==> config.mk <==
export PLATFORM = sky130hd
export DESIGN_NAME = character_lcd_write_engine
export DESIGN_NICKNAME = d
export VERILOG_FILES = /design/src/rtl/core/lcdw_pkg.sv /design/src/rtl/core/lcdw_front.sv /design/src/rtl/core/lcdw_queue.sv /design/src/rtl/core/lcdw_back.sv /design/src/rtl/core/character_lcd_write_engine.sv
export SDC_FILE = /design/constraint.sdc
export NUM_CORES = 1
export LEC_CHECK = 0
export BUFFER_PORTS_ARGS = -buffer_cell sky130_fd_sc_hd__buf_2
export CAP_MARGIN = 20
export CORE_MARGIN = 3
export CORE_UTILIZATION = 31
export CTS_BUF_LIST = sky130_fd_sc_hd__clkbuf_8 sky130_fd_sc_hd__clkbuf_16
export DETAILED_ROUTE_END_ITERATION = 7
export SYNTH_ARGS = -nofsm -noshare
export SYNTH_HDL_FRONTEND = slang
export SYNTH_SLANG_ARGS = --single-unit
==> constraint.sdc <==
create_clock -name clk -period 11 [get_ports clk]
set_input_delay 1.65 -clock clk [delete_from_list [all_inputs] [get_ports clk]]
set_output_delay 1.65 -clock clk [all_outputs]
set_load 0.1 [all_outputs]
==> src/rtl/core/lcdw_pkg.sv <==
// Shared types, constants and digit helpers for the character LCD write engine.
package lcdw_pkg;

    typedef enum logic [1:0] {
        CMD_COMMAND = 2'd0,
        CMD_CHAR    = 2'd1,
        CMD_CURSOR  = 2'd2,
        CMD_NUMBER  = 2'd3
    } cmd_t;

    localparam int QUEUE_DEPTH = 2;
    localparam int ADDR_W      = 3;

    localparam logic       REG_BUS_MODE = 1'b0;
    localparam logic [7:0] SET_DDRAM    = 8'h80;
    localparam logic [7:0] ASCII_ZERO   = 8'h30;
    localparam logic [2:0] LAST_DIGIT   = 3'd4;

    typedef struct packed {
        logic        rs;
        logic        is_num;
        logic [15:0] data;
    } entry_t;

    typedef struct packed {
        logic full;
        logic nonempty;
    } q_status_t;

    function automatic logic [16:0] pow10(input logic [2:0] idx);
        logic [16:0] p;
        case (idx)
            3'd0:    p = 17'd10000;
            3'd1:    p = 17'd1000;
            3'd2:    p = 17'd100;
            3'd3:    p = 17'd10;
            default: p = 17'd1;
        endcase
        return p;
    endfunction

    function automatic logic [3:0] digit_of(input logic [15:0] rest, input logic [2:0] idx);
        logic [16:0] p;
        logic [3:0]  d;
        p = pow10(idx);
        d = 4'd0;
        for (int k = 1; k <= 9; k++)
        begin
            if ({5'd0, rest} >= 21'(k) * {4'd0, p})
            begin
                d = 4'(k);
            end
        end
        return d;
    endfunction

    function automatic logic [15:0] residue(input logic [15:0] rest, input logic [2:0] idx,
                                            input logic [3:0] d);
        logic [20:0] r;
        r = {5'd0, rest} - {17'd0, d} * {4'd0, pow10(idx)};
        return r[15:0];
    endfunction

endpackage

==> src/rtl/core/lcdw_front.sv <==
// Request intake: accepts items and turns each into a queue entry.
module lcdw_front (
    input  logic                  push,
    input  logic [1:0]            cmd,
    input  logic [15:0]           value,
    input  logic [5:0]            column,
    input  logic                  row,
    input  lcdw_pkg::q_status_t   q_status,
    output logic                  q_write,
    output lcdw_pkg::entry_t      q_entry
);
    import lcdw_pkg::*;

    assign q_write = push && !q_status.full;

    always_comb
    begin
        q_entry.rs     = 1'b0;
        q_entry.is_num = 1'b0;
        q_entry.data   = {8'd0, value[7:0]};
        case (cmd_t'(cmd))
            CMD_COMMAND:
            begin
                q_entry.rs   = 1'b0;
                q_entry.data = {8'd0, value[7:0]};
            end
            CMD_CHAR:
            begin
                q_entry.rs   = 1'b1;
                q_entry.data = {8'd0, value[7:0]};
            end
            CMD_CURSOR:
            begin
                // column < 64, so column + row*64 is just {row, column}
                q_entry.rs   = 1'b0;
                q_entry.data = {8'd0, SET_DDRAM | {1'b0, row, column}};
            end
            CMD_NUMBER:
            begin
                q_entry.rs     = 1'b1;
                q_entry.is_num = 1'b1;
                q_entry.data   = value;
            end
            default:
            begin
                q_entry.rs   = 1'b0;
                q_entry.data = {8'd0, value[7:0]};
            end
        endcase
    end

endmodule

==> src/rtl/core/lcdw_queue.sv <==
// Small FIFO of classified requests between intake and serializer.
module lcdw_queue #(
    parameter int DEPTH = lcdw_pkg::QUEUE_DEPTH
) (
    input  logic                  clk,
    input  logic                  rst_n,
    input  logic                  wr_en,
    input  lcdw_pkg::entry_t      wr_entry,
    input  logic                  rd_en,
    output lcdw_pkg::entry_t      rd_entry,
    output lcdw_pkg::q_status_t   status
);
    import lcdw_pkg::*;

    localparam int PTR_W = (DEPTH > 1) ? $clog2(DEPTH) : 1;
    localparam int CNT_W = $clog2(DEPTH + 1);
    localparam logic [PTR_W-1:0] PTR_LAST = PTR_W'(DEPTH - 1);
    localparam logic [CNT_W-1:0] CNT_FULL = CNT_W'(DEPTH);

    entry_t           mem_reg [DEPTH];
    logic [PTR_W-1:0] wr_ptr_reg, wr_ptr_next;
    logic [PTR_W-1:0] rd_ptr_reg, rd_ptr_next;
    logic [CNT_W-1:0] count_reg, count_next;

    assign status.full     = (count_reg == CNT_FULL);
    assign status.nonempty = (count_reg != '0);
    assign rd_entry        = mem_reg[rd_ptr_reg];

    always_comb
    begin
        wr_ptr_next = wr_ptr_reg;
        rd_ptr_next = rd_ptr_reg;
        count_next  = count_reg;
        if (wr_en)
        begin
            wr_ptr_next = (wr_ptr_reg == PTR_LAST) ? '0 : wr_ptr_reg + 1'b1;
        end
        if (rd_en)
        begin
            rd_ptr_next = (rd_ptr_reg == PTR_LAST) ? '0 : rd_ptr_reg + 1'b1;
        end
        if (wr_en && !rd_en)
        begin
            count_next = count_reg + 1'b1;
        end
        else if (rd_en && !wr_en)
        begin
            count_next = count_reg - 1'b1;
        end
    end

    always_ff @(posedge clk or negedge rst_n)
    begin
        if (!rst_n)
        begin
            wr_ptr_reg <= '0;
            rd_ptr_reg <= '0;
            count_reg  <= '0;
        end
        else
        begin
            wr_ptr_reg <= wr_ptr_next;
            rd_ptr_reg <= rd_ptr_next;
            count_reg  <= count_next;
        end
    end

    always_ff @(posedge clk)
    begin
        if (wr_en)
        begin
            mem_reg[wr_ptr_reg] <= wr_entry;
        end
    end

endmodule

==> src/rtl/core/lcdw_back.sv <==
// Serializer: expands queued requests into bytes, digits and nibble transfers.
module lcdw_back (
    input  logic                  clk,
    input  logic                  rst_n,
    input  logic                  bus_mode,
    input  lcdw_pkg::q_status_t   q_status,
    input  lcdw_pkg::entry_t      q_entry,
    output logic                  q_pop,
    input  logic                  pop,
    output logic                  empty,
    output logic                  register_select,
    output logic [7:0]            bus_value,
    output logic                  last
);
    import lcdw_pkg::*;

    logic        cur_valid_reg, cur_valid_next;
    logic        cur_rs_reg, cur_rs_next;
    logic        cur_num_reg, cur_num_next;
    logic [15:0] rest_reg, rest_next;
    logic [2:0]  idx_reg, idx_next;
    logic        nib_reg, nib_next;

    logic        out_valid_reg, out_valid_next;
    logic        out_rs_reg, out_rs_next;
    logic [7:0]  out_value_reg, out_value_next;
    logic        out_last_reg, out_last_next;

    logic [3:0]  digit;
    logic [7:0]  cur_byte;
    logic        byte_done;
    logic        item_end;
    logic        issue;
    logic        load;

    assign digit     = digit_of(rest_reg, idx_reg);
    assign cur_byte  = cur_num_reg ? (ASCII_ZERO | {4'd0, digit}) : rest_reg[7:0];
    assign byte_done = bus_mode || nib_reg;
    assign item_end  = byte_done && (!cur_num_reg || (idx_reg == LAST_DIGIT));
    assign issue     = cur_valid_reg && (!out_valid_reg || pop);
    assign load      = q_status.nonempty && (!cur_valid_reg || (issue && item_end));
    assign q_pop     = load;

    always_comb
    begin
        cur_valid_next = cur_valid_reg;
        cur_rs_next    = cur_rs_reg;
        cur_num_next   = cur_num_reg;
        rest_next      = rest_reg;
        idx_next       = idx_reg;
        nib_next       = nib_reg;
        if (load)
        begin
            cur_valid_next = 1'b1;
            cur_rs_next    = q_entry.rs;
            cur_num_next   = q_entry.is_num;
            rest_next      = q_entry.data;
            idx_next       = '0;
            nib_next       = 1'b0;
        end
        else if (issue)
        begin
            if (item_end)
            begin
                cur_valid_next = 1'b0;
                idx_next       = '0;
                nib_next       = 1'b0;
            end
            else if (byte_done)
            begin
                nib_next  = 1'b0;
                idx_next  = idx_reg + 1'b1;
                rest_next = residue(rest_reg, idx_reg, digit);
            end
            else
            begin
                nib_next = 1'b1;
            end
        end
    end

    always_comb
    begin
        out_valid_next = out_valid_reg;
        out_rs_next    = out_rs_reg;
        out_value_next = out_value_reg;
        out_last_next  = out_last_reg;
        if (issue)
        begin
            out_valid_next = 1'b1;
            out_rs_next    = cur_rs_reg;
            out_last_next  = item_end;
            if (bus_mode)
            begin
                out_value_next = cur_byte;
            end
            else if (nib_reg)
            begin
                out_value_next = {cur_byte[3:0], 4'd0};
            end
            else
            begin
                out_value_next = {cur_byte[7:4], 4'd0};
            end
        end
        else if (pop)
        begin
            out_valid_next = 1'b0;
        end
    end

    always_ff @(posedge clk or negedge rst_n)
    begin
        if (!rst_n)
        begin
            cur_valid_reg <= 1'b0;
            idx_reg       <= '0;
            nib_reg       <= 1'b0;
            out_valid_reg <= 1'b0;
        end
        else
        begin
            cur_valid_reg <= cur_valid_next;
            idx_reg       <= idx_next;
            nib_reg       <= nib_next;
            out_valid_reg <= out_valid_next;
        end
    end

    always_ff @(posedge clk)
    begin
        cur_rs_reg    <= cur_rs_next;
        cur_num_reg   <= cur_num_next;
        rest_reg      <= rest_next;
        out_rs_reg    <= out_rs_next;
        out_value_reg <= out_value_next;
        out_last_reg  <= out_last_next;
    end

    assign empty           = !out_valid_reg;
    assign register_select = out_rs_reg;
    assign bus_value       = out_value_reg;
    assign last            = out_last_reg;

    a_pop_needs_entry: assert property (@(posedge clk) disable iff (!rst_n)
        q_pop |-> q_status.nonempty)
        else $error("queue popped while empty");

    a_idle_clean: assert property (@(posedge clk) disable iff (!rst_n)
        !cur_valid_reg |-> (!nib_reg && (idx_reg == 3'd0)))
        else $error("serializer counters not cleared when idle");

    a_idx_range: assert property (@(posedge clk) disable iff (!rst_n)
        cur_valid_reg && cur_num_reg |-> (idx_reg <= LAST_DIGIT))
        else $error("digit index out of range");

    a_rest_bound: assert property (@(posedge clk) disable iff (!rst_n)
        cur_valid_reg && cur_num_reg && (idx_reg != 3'd0)
            |-> ({1'b0, rest_reg} < pow10(idx_reg - 1'b1)))
        else $error("remainder exceeds previous digit weight");

endmodule

==> src/rtl/core/character_lcd_write_engine.sv <==
// Character LCD write engine: request intake, queue, serializer and config register.
//
// Each pushed request (command byte, character byte, cursor move or 16-bit
// number) is turned into bus transfers: a byte request is one transfer in 8-bit
// mode and two in 4-bit mode, a number five or ten (five ASCII digits, leading
// zeros). The serializer sets the rate: it emits one transfer per clock into the
// output register while that register is empty or popped; the intake accepts one
// request per cycle while the request queue (QUEUE_DEPTH entries) has room.
// bus_mode (address 0) selects 4-bit nibble (0) or 8-bit (1) transfers and
// must only be written while the engine is idle.
module character_lcd_write_engine #(
    parameter int QUEUE_DEPTH = lcdw_pkg::QUEUE_DEPTH
) (
    input  logic                          clk,
    input  logic                          rst_n,
    input  logic                          psel,
    input  logic                          penable,
    input  logic                          pwrite,
    input  logic [lcdw_pkg::ADDR_W-1:0]   paddr,
    input  logic [31:0]                   pwdata,
    output logic [31:0]                   prdata,
    output logic                          pready,
    input  logic                          push,
    output logic                          full,
    input  logic [1:0]                    cmd,
    input  logic [15:0]                   value,
    input  logic [5:0]                    column,
    input  logic                          row,
    input  logic                          pop,
    output logic                          empty,
    output logic                          register_select,
    output logic [7:0]                    bus_value,
    output logic                          last
);
    import lcdw_pkg::*;

    logic      bus_mode_reg, bus_mode_next;
    logic      reg_hit;
    q_status_t q_status;
    entry_t    wr_entry;
    entry_t    rd_entry;
    logic      q_write;
    logic      q_pop;

    assign pready  = 1'b1;
    assign reg_hit = (paddr[2] == REG_BUS_MODE);
    assign prdata  = reg_hit ? {31'd0, bus_mode_reg} : 32'd0;

    always_comb
    begin
        bus_mode_next = bus_mode_reg;
        if (psel && penable && pwrite && reg_hit)
        begin
            bus_mode_next = pwdata[0];
        end
    end

    always_ff @(posedge clk or negedge rst_n)
    begin
        if (!rst_n)
        begin
            bus_mode_reg <= 1'b0;
        end
        else
        begin
            bus_mode_reg <= bus_mode_next;
        end
    end

    assign full = q_status.full;

    lcdw_front u_front (
        .push     (push),
        .cmd      (cmd),
        .value    (value),
        .column   (column),
        .row      (row),
        .q_status (q_status),
        .q_write  (q_write),
        .q_entry  (wr_entry)
    );

    lcdw_queue #(
        .DEPTH (QUEUE_DEPTH)
    ) u_queue (
        .clk      (clk),
        .rst_n    (rst_n),
        .wr_en    (q_write),
        .wr_entry (wr_entry),
        .rd_en    (q_pop),
        .rd_entry (rd_entry),
        .status   (q_status)
    );

    lcdw_back u_back (
        .clk             (clk),
        .rst_n           (rst_n),
        .bus_mode        (bus_mode_reg),
        .q_status        (q_status),
        .q_entry         (rd_entry),
        .q_pop           (q_pop),
        .pop             (pop),
        .empty           (empty),
        .register_select (register_select),
        .bus_value       (bus_value),
        .last            (last)
    );

endmodule
* Word level (Yosys, flattened, before mapping) *
Memories as Yosys holds them, arrays and structs flattened.
Index checks and enable logic that the tools add are counted.

storage, ports and cells
  output and inout bits = 45
  register bits after elaboration = 39
  bits in writable memories = 36
  bits of input ports = 67
  memories = 1
  word-level logic and storage cells = 125

operators by class
  add/subtract/negate cells = 6
  bitwise logic cells = 1
  $lt $le $gt $ge = 9
  multiplexer cells = 44
  multiply operators = 6
  reduce and logical (&&, ||, !) cells = 35
  eq/ne operators = 9

memory list
  name             words  bits a word  read ports  clocked after Yosys merged registers in  write ports  line              source
  u_queue.mem_reg  2      18           1           0                                        1            lcdw_queue.sv:20  entry_t mem_reg [DEPTH];

operators by type and width
  operator                                           number
  2-to-1 mux 17 bit                                  4
  2-to-1 mux 16 bit                                  4
  >= comparator 16 x 20 -> 1 bit                     3
  case mux 14 bit (4 select lines)                   1
  case mux 16 bit (3 select lines)                   1
  multiplier 3 x 14 -> 17 bit, first input constant  2
  multiplier 2 x 14 -> 16 bit, first input constant  2
  2-to-1 mux 3 bit                                   8
  2-to-1 mux 8 bit                                   3
  >= comparator 16 x 21 -> 1 bit                     1
  >= comparator 16 x 19 -> 1 bit                     1
  multiplier 4 x 14 -> 18 bit, first input constant  1
  >= comparator 16 x 17 -> 1 bit                     1
  multiplier 4 x 17 -> 16 bit                        1
  >= comparator 16 x 14 -> 1 bit                     1
  >= comparator 16 x 15 -> 1 bit                     1
  >= comparator 16 bit                               1
  2-to-1 mux 1 bit                                   16
  subtractor 16 bit                                  1
  nonzero test 2 bit                                 6
  logical AND 1 bit                                  10
  2-to-1 mux 2 bit                                   4
  2-to-1 mux 4 bit                                   2
  equality test 2 bit, second input constant         3
  other kinds (19)                                   32

* Depth between registers and ports, before layout *
Gate-level depths: netlist of run 1.

  word-level depth = 18
  depth in mapped cells = 47
  depth with buffers taken out = 45

* Hierarchy *
A second synthesis of run 1 with hierarchy kept.

second synthesis, totals
  cell total of the unflattened synthesis = 980
  area, all modules = 9431.5 um^2

by module, submodules not included
  module                      times used  cells each  seq. area each (um^2)  area an instance (um^2)
  lcdw_back                   1           848         991.0                  7370.8
  lcdw_queue                  1           72          1181.1                 1537.7
  character_lcd_write_engine  1           38          25.0                   301.5
  lcdw_front                  1           22          0.0                    221.5

* Worst setup path after synthesis of run 1 *
No wires, ideal clock.

  kind = register to register
  start point = reg u_back.idx_reg[0]
  end point = reg u_back.rest_reg[15], data pin
  stages on the path, launching flop included = 45
  slack = 0.865 ns
  data arrival time = 9.875 ns
  path buffers = 2
  required time = 10.740 ns
  cells stage by stage = dfrtp_1 -> ha_1 -> nand2b_1 -> buf_2 -> inv_1 -> nor2_1 -> nand2_1 -> nand2_1 -> inv_1 -> nor2_1 -> inv_1 -> ha_1 -> inv_1 -> fa_1 -> o21ai_0 -> a21oi_1 -> o21ba_2 -> o21ai_0 -> [9 not listed] -> nand2_1 -> nor2_1 -> fa_1 -> inv_1 -> fa_1 -> inv_1 -> fa_1 -> inv_1 -> ha_1 -> nand4_1 -> and3_1 -> a21o_1 -> nand3_1 -> o311a_1 -> nand4_1 -> nand4b_1 -> xnor3_1 -> mux2_2

on the way
  longest elaborated chain between the ends = 18
  elaborated cells on any way between the ends = 44

ends and longest elaborated chain
  element                                                                                  line              source
  start: declaration                                                                       lcdw_back.sv:21   logic [2:0] idx_reg, idx_next;
  start signal: assignment                                                                 lcdw_back.sv:124  idx_reg <= idx_next;
  parallel branches: the longest is 17 deep, another holds >= comparator 16 x 19 -> 1 bit  --
  2-to-1 mux 16 bit (*)                                                                    lcdw_back.sv:52   if (load)
  net u_back.rest_next[15]                                                                 lcdw_back.sv:20   logic [15:0] rest_reg, rest_next;
  end signal: assignment                                                                   lcdw_back.sv:134  rest_reg <= rest_next;
  end: declaration                                                                         lcdw_back.sv:20

Mark *: on every way through the listed nets, which the timed path passes. The select of a mux whose other input is x is not followed.
A chain may end at the register's enable or synchronous reset.

* Worst setup path in the final report of run 1 *
  start point = reg u_back.idx_reg[0]
  end point = reg u_back.rest_reg[14], data pin

The elaborated chain is that of the path after synthesis.

==> results of run 1 <==
-- worst reg2reg max path: cells and delay by family (launching register included) --
family / cells / cell delay (ps)
AOI/OAI and AO/OA: 11 / 2660
buffers and inverters: 8 / 1150
DFF: 1 / 420
and+or+nand+nor: 14 / 2520
adders and majority gates: 8 / 3060
-- metrics by stage --
step	hold slack, ps	std cells	worst slack [ps]	util, %
floorplan	400	1017	865	-
global placement	409	1420	1080	33.9
detailed placement	425	1420	988	33.9
CTS	428	1436	947	34.9
global route	450	1436	318	34.9
finish	429	1436	929	34.9
-- cells by family after synthesis --
kind of cell	after synthesis
and+or+nand+nor	229
AOI/OAI and AO/OA	223
adders and majority gates	204
buffers and inverters	184
DFF	75
xor gates and xnor gates	42
muxes	25
other	2
-- final cells by class --
cell class                 instances  share of cell area, %
clock inverter                     7                  0.399
timing repair buffer              65                   3.72
clock buffer                       9                   2.24
inverter                         138                   5.16
multi-input combinational        758                   61.8
tap                              384                   4.79
sequential                        75                   21.9
-- routing by layer --
layer | routed length (um) | GRT usage, % | vias to the layer above
li1 | - | - | 3530
met1 | 10300 | 19.1 | 3321
met2 | 10400 | 23.5 | 140
met3 | 784 | 1.74 | 35
met4 | 425 | 3.99 | 0
met5 | 0 | 0 | -
-- final timing paths --
check	from	endpoint	slack, ps	cells after the start
setup / recovery	u_back.idx_reg[0]$_DFFE_PN0P_	u_back.rest_reg[14]$_DFFE_PP_	930	41
hold / removal	u_back.cur_rs_reg$_DFFE_PP_	u_back.register_select$_DFFE_PP_	430	0
setup reg to reg	u_back.idx_reg[0]$_DFFE_PN0P_	u_back.rest_reg[14]$_DFFE_PP_	930	41
hold reg to reg	u_back.cur_rs_reg$_DFFE_PP_	u_back.register_select$_DFFE_PP_	430	0
max in group asynchronous	rst_n	u_back.out_valid_reg$_DFFE_PN0P_	9580	1
min in group asynchronous	rst_n	u_queue.wr_ptr_reg$_DFFE_PN0P_	1200	1
-- cells in the final DEF (no fill, tap or decap), types with 15 or more instances in the layout --
master	instances
a21o_1	22
a21oi_1	71
buf_2	46
buf_4	19
conb_1	35
edfxtp_1	64
fa_1	40
ha_1	164
inv_1	137
nand2_1	45
nand3_1	18
nor2_1	76
nor3_1	15
o21ai_0	39
xnor2_1	28
==> impl_metrics.env, run 1 <==
export IMPL_cts_tree="done"
export IMPL_critPathKind="reg -> reg"
export IMPL_critPathCaptureType="flop"
export IMPL_max_slew_margin_rel_pct=43.6
export IMPL_synthAdderAreaFrac_pct=31.4
export IMPL_row_count=62
export IMPL_regArea_mm2=0.00220
export IMPL_dpl_cell_area_mm2=0.00977
export IMPL_status="finished, final reports clean"
export IMPL_grt_pass1_vias=7051
export IMPL_multiInputGateArea_mm2=0.00620
export IMPL_hold_buffers=0
export IMPL_synthTopCellsByCount="ha_1 (164), inv_1 (135), nor2_1 (76)"
export IMPL_antenna_diode_count=0
export IMPL_portBuffers=46
export IMPL_hold_violations=0
export IMPL_core_mm2=0.0288
export IMPL_ys_seq_elements=75
export IMPL_yosys_area_top_type="ha_1"
export IMPL_syn_to_final_growth_pct=10.4
export IMPL_final_area_mm2=0.0100
export IMPL_min_period_ps=10070
export IMPL_fin_tns_setup_ps=0
export IMPL_root_buffer="clkbuf_16"
export IMPL_yosysMostFrequentCell="ha_1"
export IMPL_nets=1318
export IMPL_nFillCells=2942
export IMPL_critical_path_top_delay_family="adder cells"
export IMPL_drive_above_1_share_pct=10.2
export IMPL_drt_total_wl_um=21900
export IMPL_slowest_delay_ps=520
export IMPL_fin_crit_sh_pct=91.6
export IMPL_dp_hpwl_um=17400
export IMPL_synthMuxAreaShare_pct=2.91
export IMPL_slew_viol_final=0
export IMPL_die_w_um=177
export IMPL_grt_usage_pct=14.0
export IMPL_synthXorXnorAreaFrac_pct=4.20
export IMPL_io_pins=112
export IMPL_synth_top_family_by_area="adder cells"
export IMPL_vias=7026
export IMPL_synth_cell_types=67
export IMPL_syn_area_per_cell_um2=9.23
export IMPL_ys_warn_count=0
export IMPL_vias_per_cell=4.89
export IMPL_cp_max_fo=12
export IMPL_routabilityCongestion=0.872
export IMPL_largest_register_ffs=36
export IMPL_grt_max_degree=32
export IMPL_hold_path_class="reg -> reg"
export IMPL_seq_area_frac_synth_pct=24.2
export IMPL_h_tree_depth=3
export IMPL_fmax_mhz=99.3
export IMPL_drtAntennaViolNets=0
export IMPL_rsz0062_at_grt="no"
export IMPL_chipHeight_um=177
export IMPL_syn_inst=984
export IMPL_syn_area_mm2=0.00908
export IMPL_crit_top_cell="inv_1"
export IMPL_drtIter0Drc=495
export IMPL_yosys_area_share_simple_pct=12.2
export IMPL_grt_pass1_wl_um=35600
export IMPL_clk_pin_slew_worst_paths_ps=60
export IMPL_tightest_slew_ps=846
export IMPL_cp_slowest_cell="fa_1"
export IMPL_finClkSkew_ps=10.1
export IMPL_antenna_found_initial=0
export IMPL_worstPathRequired_ps=11080
export IMPL_synth_top_cell_area_share_pct=22.6
export IMPL_synth_compound_area_share_pct=16.0
export IMPL_cts_resized=0
export IMPL_clock_sinks=75
export IMPL_synthFlopType="edfxtp_1"
export IMPL_wl_per_cell_um=15.3
export IMPL_clk_latency_ps=330
export IMPL_start_kind="flop"
export IMPL_first_pass_iters=4
export IMPL_synth_edf_count=64
export IMPL_cts_setup_buffers=0
export IMPL_async_flop_share_pct=14.7
export IMPL_remaining_drc_errors=0
export IMPL_initial_core_util_pct=31.6
export IMPL_numCtsBuffers=9
export IMPL_synth_area_leaders="ha_1 (23%), edfxtp_1 (21%), fa_1 (8.8%), inv_1 (5.6%), a21oi_1 (3.9%)"
export IMPL_setup_viol=0
export IMPL_crit_buf_inv=8
export IMPL_die_area_mm2=0.0314
export IMPL_grt_ovfl_total=0
export IMPL_arrival_ps=10150
export IMPL_cap_violations=0
export IMPL_cts_max_path_buffers=2
Power of run 1 is not shown: default switching activity piles up to over one toggle a cycle in this logic, so the estimate is an artifact.
==> run 2: changes to the inputs <==
- CORE_ASPECT_RATIO: unset -> 0.5
==> run 2 against run 1 <==
Register-to-register slack hardly changed. Die area is 0.39% higher. Clock-buffer cell count stayed put. Global-route usage is 0.52 points higher. Setup slack better by 13 ps. Largest cell class unchanged.
==> impl_metrics.env, run 2 (synthesis results as in run 1) <==
export IMPL_status="finished, final reports clean"
export IMPL_drt_total_wl_um=22500
export IMPL_grt_ovfl_total=0
export IMPL_clk_pin_slew_worst_paths_ps=60
export IMPL_wl_per_cell_um=15.7
export IMPL_final_area_mm2=0.0101
export IMPL_nets=1318
export IMPL_first_pass_iters=5
export IMPL_portBuffers=46
export IMPL_clock_sinks=75
export IMPL_drtIter0Drc=514
export IMPL_arrival_ps=10130
export IMPL_routabilityCongestion=0.848
export IMPL_fin_crit_sh_pct=91.4
export IMPL_grt_max_degree=33
export IMPL_max_slew_margin_rel_pct=31.3
export IMPL_rsz0062_at_grt="no"
export IMPL_crit_buf_inv=6
export IMPL_hold_buffers=0
export IMPL_syn_to_final_growth_pct=11.2
export IMPL_wl_met3_um=1030
export IMPL_root_buffer="clkbuf_16"
export IMPL_antenna_found_initial=0
export IMPL_largest_register_ffs=36
export IMPL_die_area_mm2=0.0315
export IMPL_cts_max_path_buffers=2
export IMPL_top_layer_used="met4"
export IMPL_slew_viol_final=0
export IMPL_min_period_ps=10060
export IMPL_wl_met1_um=10600
export IMPL_cp_slowest_cell="fa_1"
export IMPL_hold_path_class="reg -> reg"
export IMPL_fin_tns_setup_ps=0
export IMPL_tightest_slew_ps=1030
export IMPL_die_w_um=248
export IMPL_cp_max_fo=9
export IMPL_layout_common_cells="ha_1 (164), inv_1 (137), nor2_1 (76), a21oi_1 (71), edfxtp_1 (64)"
export IMPL_core_mm2=0.0282
export IMPL_final_common_cell="ha_1"
export IMPL_slowest_delay_ps=530
export IMPL_row_count=43
export IMPL_worstPathRequired_ps=11070
export IMPL_drive_above_1_share_pct=10.2
export IMPL_cts_setup_buffers=0
export IMPL_drtAntennaViolNets=0
export IMPL_fmax_mhz=99.4
export IMPL_grt_pass1_wl_um=36900
export IMPL_clk_latency_ps=340
export IMPL_grt_pass1_vias=7239
export IMPL_remaining_drc_errors=0
export IMPL_critical_path_top_delay_family="compound AO/OA/AOI/OAI gates"
export IMPL_vias=7143
export IMPL_dpl_cell_area_mm2=0.00976
export IMPL_initial_core_util_pct=32.2
export IMPL_cts_resized=0
export IMPL_critPathCaptureType="flop"
export IMPL_critPathKind="reg -> reg"
export IMPL_h_tree_depth=3
export IMPL_hold_violations=0
export IMPL_chipHeight_um=127
export IMPL_numCtsBuffers=9
export IMPL_vias_per_cell=4.98
export IMPL_io_pins=112
export IMPL_wl_met2_um=10300
export IMPL_antenna_diode_count=0
export IMPL_setup_viol=0
export IMPL_grt_usage_pct=14.6
export IMPL_postLayoutCoreUtil_pct=35.8
export IMPL_cts_tree="done"
export IMPL_dp_hpwl_um=18100
export IMPL_finClkSkew_ps=12.6
export IMPL_start_kind="flop"
export IMPL_cap_violations=0
==> run 2: changes by cell type in the layout (fill, tap and decap cells not counted), sizes merged <==
cell    delta
clkinv     -3
bufinv     +3
==> run 2: area by class of cell <==
cell class	count	area, um2
clock buffer	9	225
clock inverter	7	111
fill	2863	18100
inverter	138	518
multi-input combinational	758	6200
sequential	75	2200
tap	382	478
timing repair buffer	65	373
==> run 2: metal layers <==
| metal | track usage [%] | up-vias |
|---|---|---|
| met3 | 1.74 | 33 |
| met1 | 19.9 | 3400 |
| met5 | 0 | - |
| met4 | 4.83 | 0 |
| met2 | 24.1 | 176 |
| li1 | - | 3534 |
==> run 2: stage by stage <==
step	setup WS, ps	hold slack [ps]	cells
2_1_floorplan	865	400	1017
5_1_grt	232	433	1434
3_5_place_dp	1000	413	1418
4_1_cts	934	428	1434
6_report	942	429	1434
3_3_place_gp	1010	413	1418
==> run 2: worst paths after layout <==
check / startpoint / endpoint / slack, ps / cells past startpoint
setup / recovery: u_back.idx_reg[0]$_DFFE_PN0P_ / u_back.rest_reg[14]$_DFFE_PP_ / 940 / 40
hold / removal: u_back.cur_rs_reg$_DFFE_PP_ / u_back.register_select$_DFFE_PP_ / 430 / 0
setup reg to reg: u_back.idx_reg[0]$_DFFE_PN0P_ / u_back.rest_reg[14]$_DFFE_PP_ / 940 / 40
hold reg to reg: u_back.cur_rs_reg$_DFFE_PP_ / u_back.register_select$_DFFE_PP_ / 430 / 0
max in group asynchronous: rst_n / u_queue.count_reg[0]$_DFFE_PN0P_ / 9590 / 1
min in group asynchronous: rst_n / u_back.idx_reg[2]$_DFFE_PN0P_ / 1180 / 1
Power of run 2 is left out for the same reason.
==> run 3: changes to the inputs <==
- clock period: 11 -> 10 ns (I/O delays scaled with it)
==> run 3 against run 2 <==
Non-clock buffer count increased by 12. Flip-flop and latch count stayed put. First-iteration DRC count shrank 23%. Core utilization rose by 0.38 points. Setup slack worse by 460 ps. Sequential share of layout area decreased by 0.23 points. Critical path type unchanged.
==> impl_metrics.env, run 3 (synthesis results as in run 1) <==
export IMPL_nFillCells=2830
export IMPL_multiInputGateArea_mm2=0.00623
export IMPL_fin_crit_sh_pct=95.1
export IMPL_cts_max_path_buffers=2
export IMPL_min_period_ps=9510
export IMPL_cp_slowest_cell="fa_1"
export IMPL_cp_max_fo=9
export IMPL_clock_sinks=75
export IMPL_wl_per_cell_um=15.7
export IMPL_arrival_ps=9610
export IMPL_grt_use_met3_pct=1.66
export IMPL_critical_path_top_delay_family="adder cells"
export IMPL_start_kind="flop"
export IMPL_critPathKind="reg -> reg"
export IMPL_die_w_um=248
export IMPL_first_pass_iters=5
export IMPL_hold_path_class="reg -> reg"
export IMPL_chipHeight_um=127
export IMPL_grt_busiest_layer="met2"
export IMPL_portBuffers=46
export IMPL_dp_hpwl_um=18300
export IMPL_status="finished, final reports clean"
export IMPL_largest_register_ffs=36
export IMPL_postLayoutCoreUtil_pct=36.1
export IMPL_vias=7231
export IMPL_cts_tree="done"
export IMPL_remaining_drc_errors=0
export IMPL_finClkSkew_ps=6.76
export IMPL_clk_pin_slew_worst_paths_ps=60
export IMPL_routabilityCongestion=0.886
export IMPL_syn_to_final_growth_pct=12.4
export IMPL_grt_ovfl_total=0
export IMPL_tightest_slew_ps=877
export IMPL_critPathCaptureType="flop"
export IMPL_drtAntennaViolNets=0
export IMPL_nets=1330
export IMPL_grt_pass1_wl_um=37600
export IMPL_numCtsBuffers=9
export IMPL_met1_usage_pct=20.3
export IMPL_cts_setup_buffers=0
export IMPL_cap_violations=0
export IMPL_antenna_diode_count=0
export IMPL_drive_above_1_share_pct=11.9
export IMPL_hold_buffers=0
export IMPL_layout_common_cells="ha_1 (162), inv_1 (136), nor2_1 (75), a21oi_1 (71), edfxtp_1 (64)"
export IMPL_grt_pass1_vias=7455
export IMPL_vias_per_cell=5.00
export IMPL_regArea_mm2=0.00220
export IMPL_root_buffer="clkbuf_16"
export IMPL_grt_util_met2_pct=24.9
export IMPL_grt_max_degree=33
export IMPL_worstPathRequired_ps=10090
export IMPL_drtIter0Drc=394
export IMPL_clk_latency_ps=340
export IMPL_row_count=43
export IMPL_antenna_found_initial=0
export IMPL_initial_core_util_pct=32.2
export IMPL_fmax_mhz=105
export IMPL_max_slew_margin_rel_pct=41.5
export IMPL_drt_total_wl_um=22600
export IMPL_grt_usage_pct=14.9
export IMPL_slowest_delay_ps=520
export IMPL_hold_violations=0
export IMPL_final_common_cell="ha_1"
export IMPL_io_pins=112
export IMPL_slew_viol_final=0
export IMPL_core_mm2=0.0282
export IMPL_setup_viol=0
export IMPL_h_tree_depth=3
export IMPL_crit_buf_inv=6
export IMPL_die_area_mm2=0.0315
run 3: changes by cell type in the layout (fill, tap and decap cells not counted), sizes merged:
cell	before	now
buf	65	77
bufinv	3	2
clkinv	2	3
clkinvlp	0	1
inv	140	139
run 3: worst paths after layout:
path / to / slack, ps / start / cells after the start
min reg2reg: u_back.register_select$_DFFE_PP_ / 430 / u_back.cur_rs_reg$_DFFE_PP_ / 0
min: u_back.register_select$_DFFE_PP_ / 430 / u_back.cur_rs_reg$_DFFE_PP_ / 0
max reg2reg: u_back.rest_reg[15]$_DFFE_PP_ / 490 / u_back.idx_reg[0]$_DFFE_PN0P_ / 41
max: u_back.rest_reg[15]$_DFFE_PP_ / 490 / u_back.idx_reg[0]$_DFFE_PN0P_ / 41
min in group asynchronous: u_back.idx_reg[0]$_DFFE_PN0P_ / 1030 / rst_n / 1
max in group asynchronous: u_back.cur_valid_reg$_DFFE_PN0P_ / 8740 / rst_n / 1
run 3: layout make-up:
cell class                 count  area share, %
clock buffer                   9           2.21
inverter                     138           5.07
sequential                    75           21.5
clock inverter                 7          0.919
multi-input combinational    758           61.1
timing repair buffer          77           4.53
tap                          382           4.68
run 3: stage by stage:
stage | setup slack [ps] | hold slack [ps] | setup TNS [ps] | std cells | instance area (um2)
floorplan | 49.1 | 400 | 0 | 1017 | 9210
global placement | 600 | 421 | 0 | 1430 | 9860
detailed placement | 463 | 421 | 0 | 1430 | 9860
CTS | 432 | 435 | 0 | 1446 | 10200
global route | -0.361 | 440 | -0.361 | 1446 | 10200
finish | 486 | 430 | 0 | 1446 | 10200
run 3: metal layers:
metal  wire (um)  vias to the layer above  share of wire [%]
li1            -                     3548                  -
met1       10900                     3496                 48
met2       10400                      153                 46
met3         848                       34                3.7
met4         501                        0                2.2
met5           0                        -                  0
run 3: worst reg2reg max path: cells and delay by family (launching register included):
family	cells	cell delay, ps
AO/OA/AOI/OAI	9	1930
XOR/XNOR	1	220
adder cells (fa/ha/maj)	9	3480
buffers and inverters	6	550
flip-flops	1	430
multiplexers	1	260
AND/OR/NAND/NOR	15	2400
run 3: what timing repair did:
| item | in CTS | in global routing |
|---|---|---|
| hold endpoints to repair | 0 | 0 |
| setup endpoints to repair | 0 | 2 |
| gates resized for setup | 0 | 9 |
Power of run 3 is left out for the same reason.
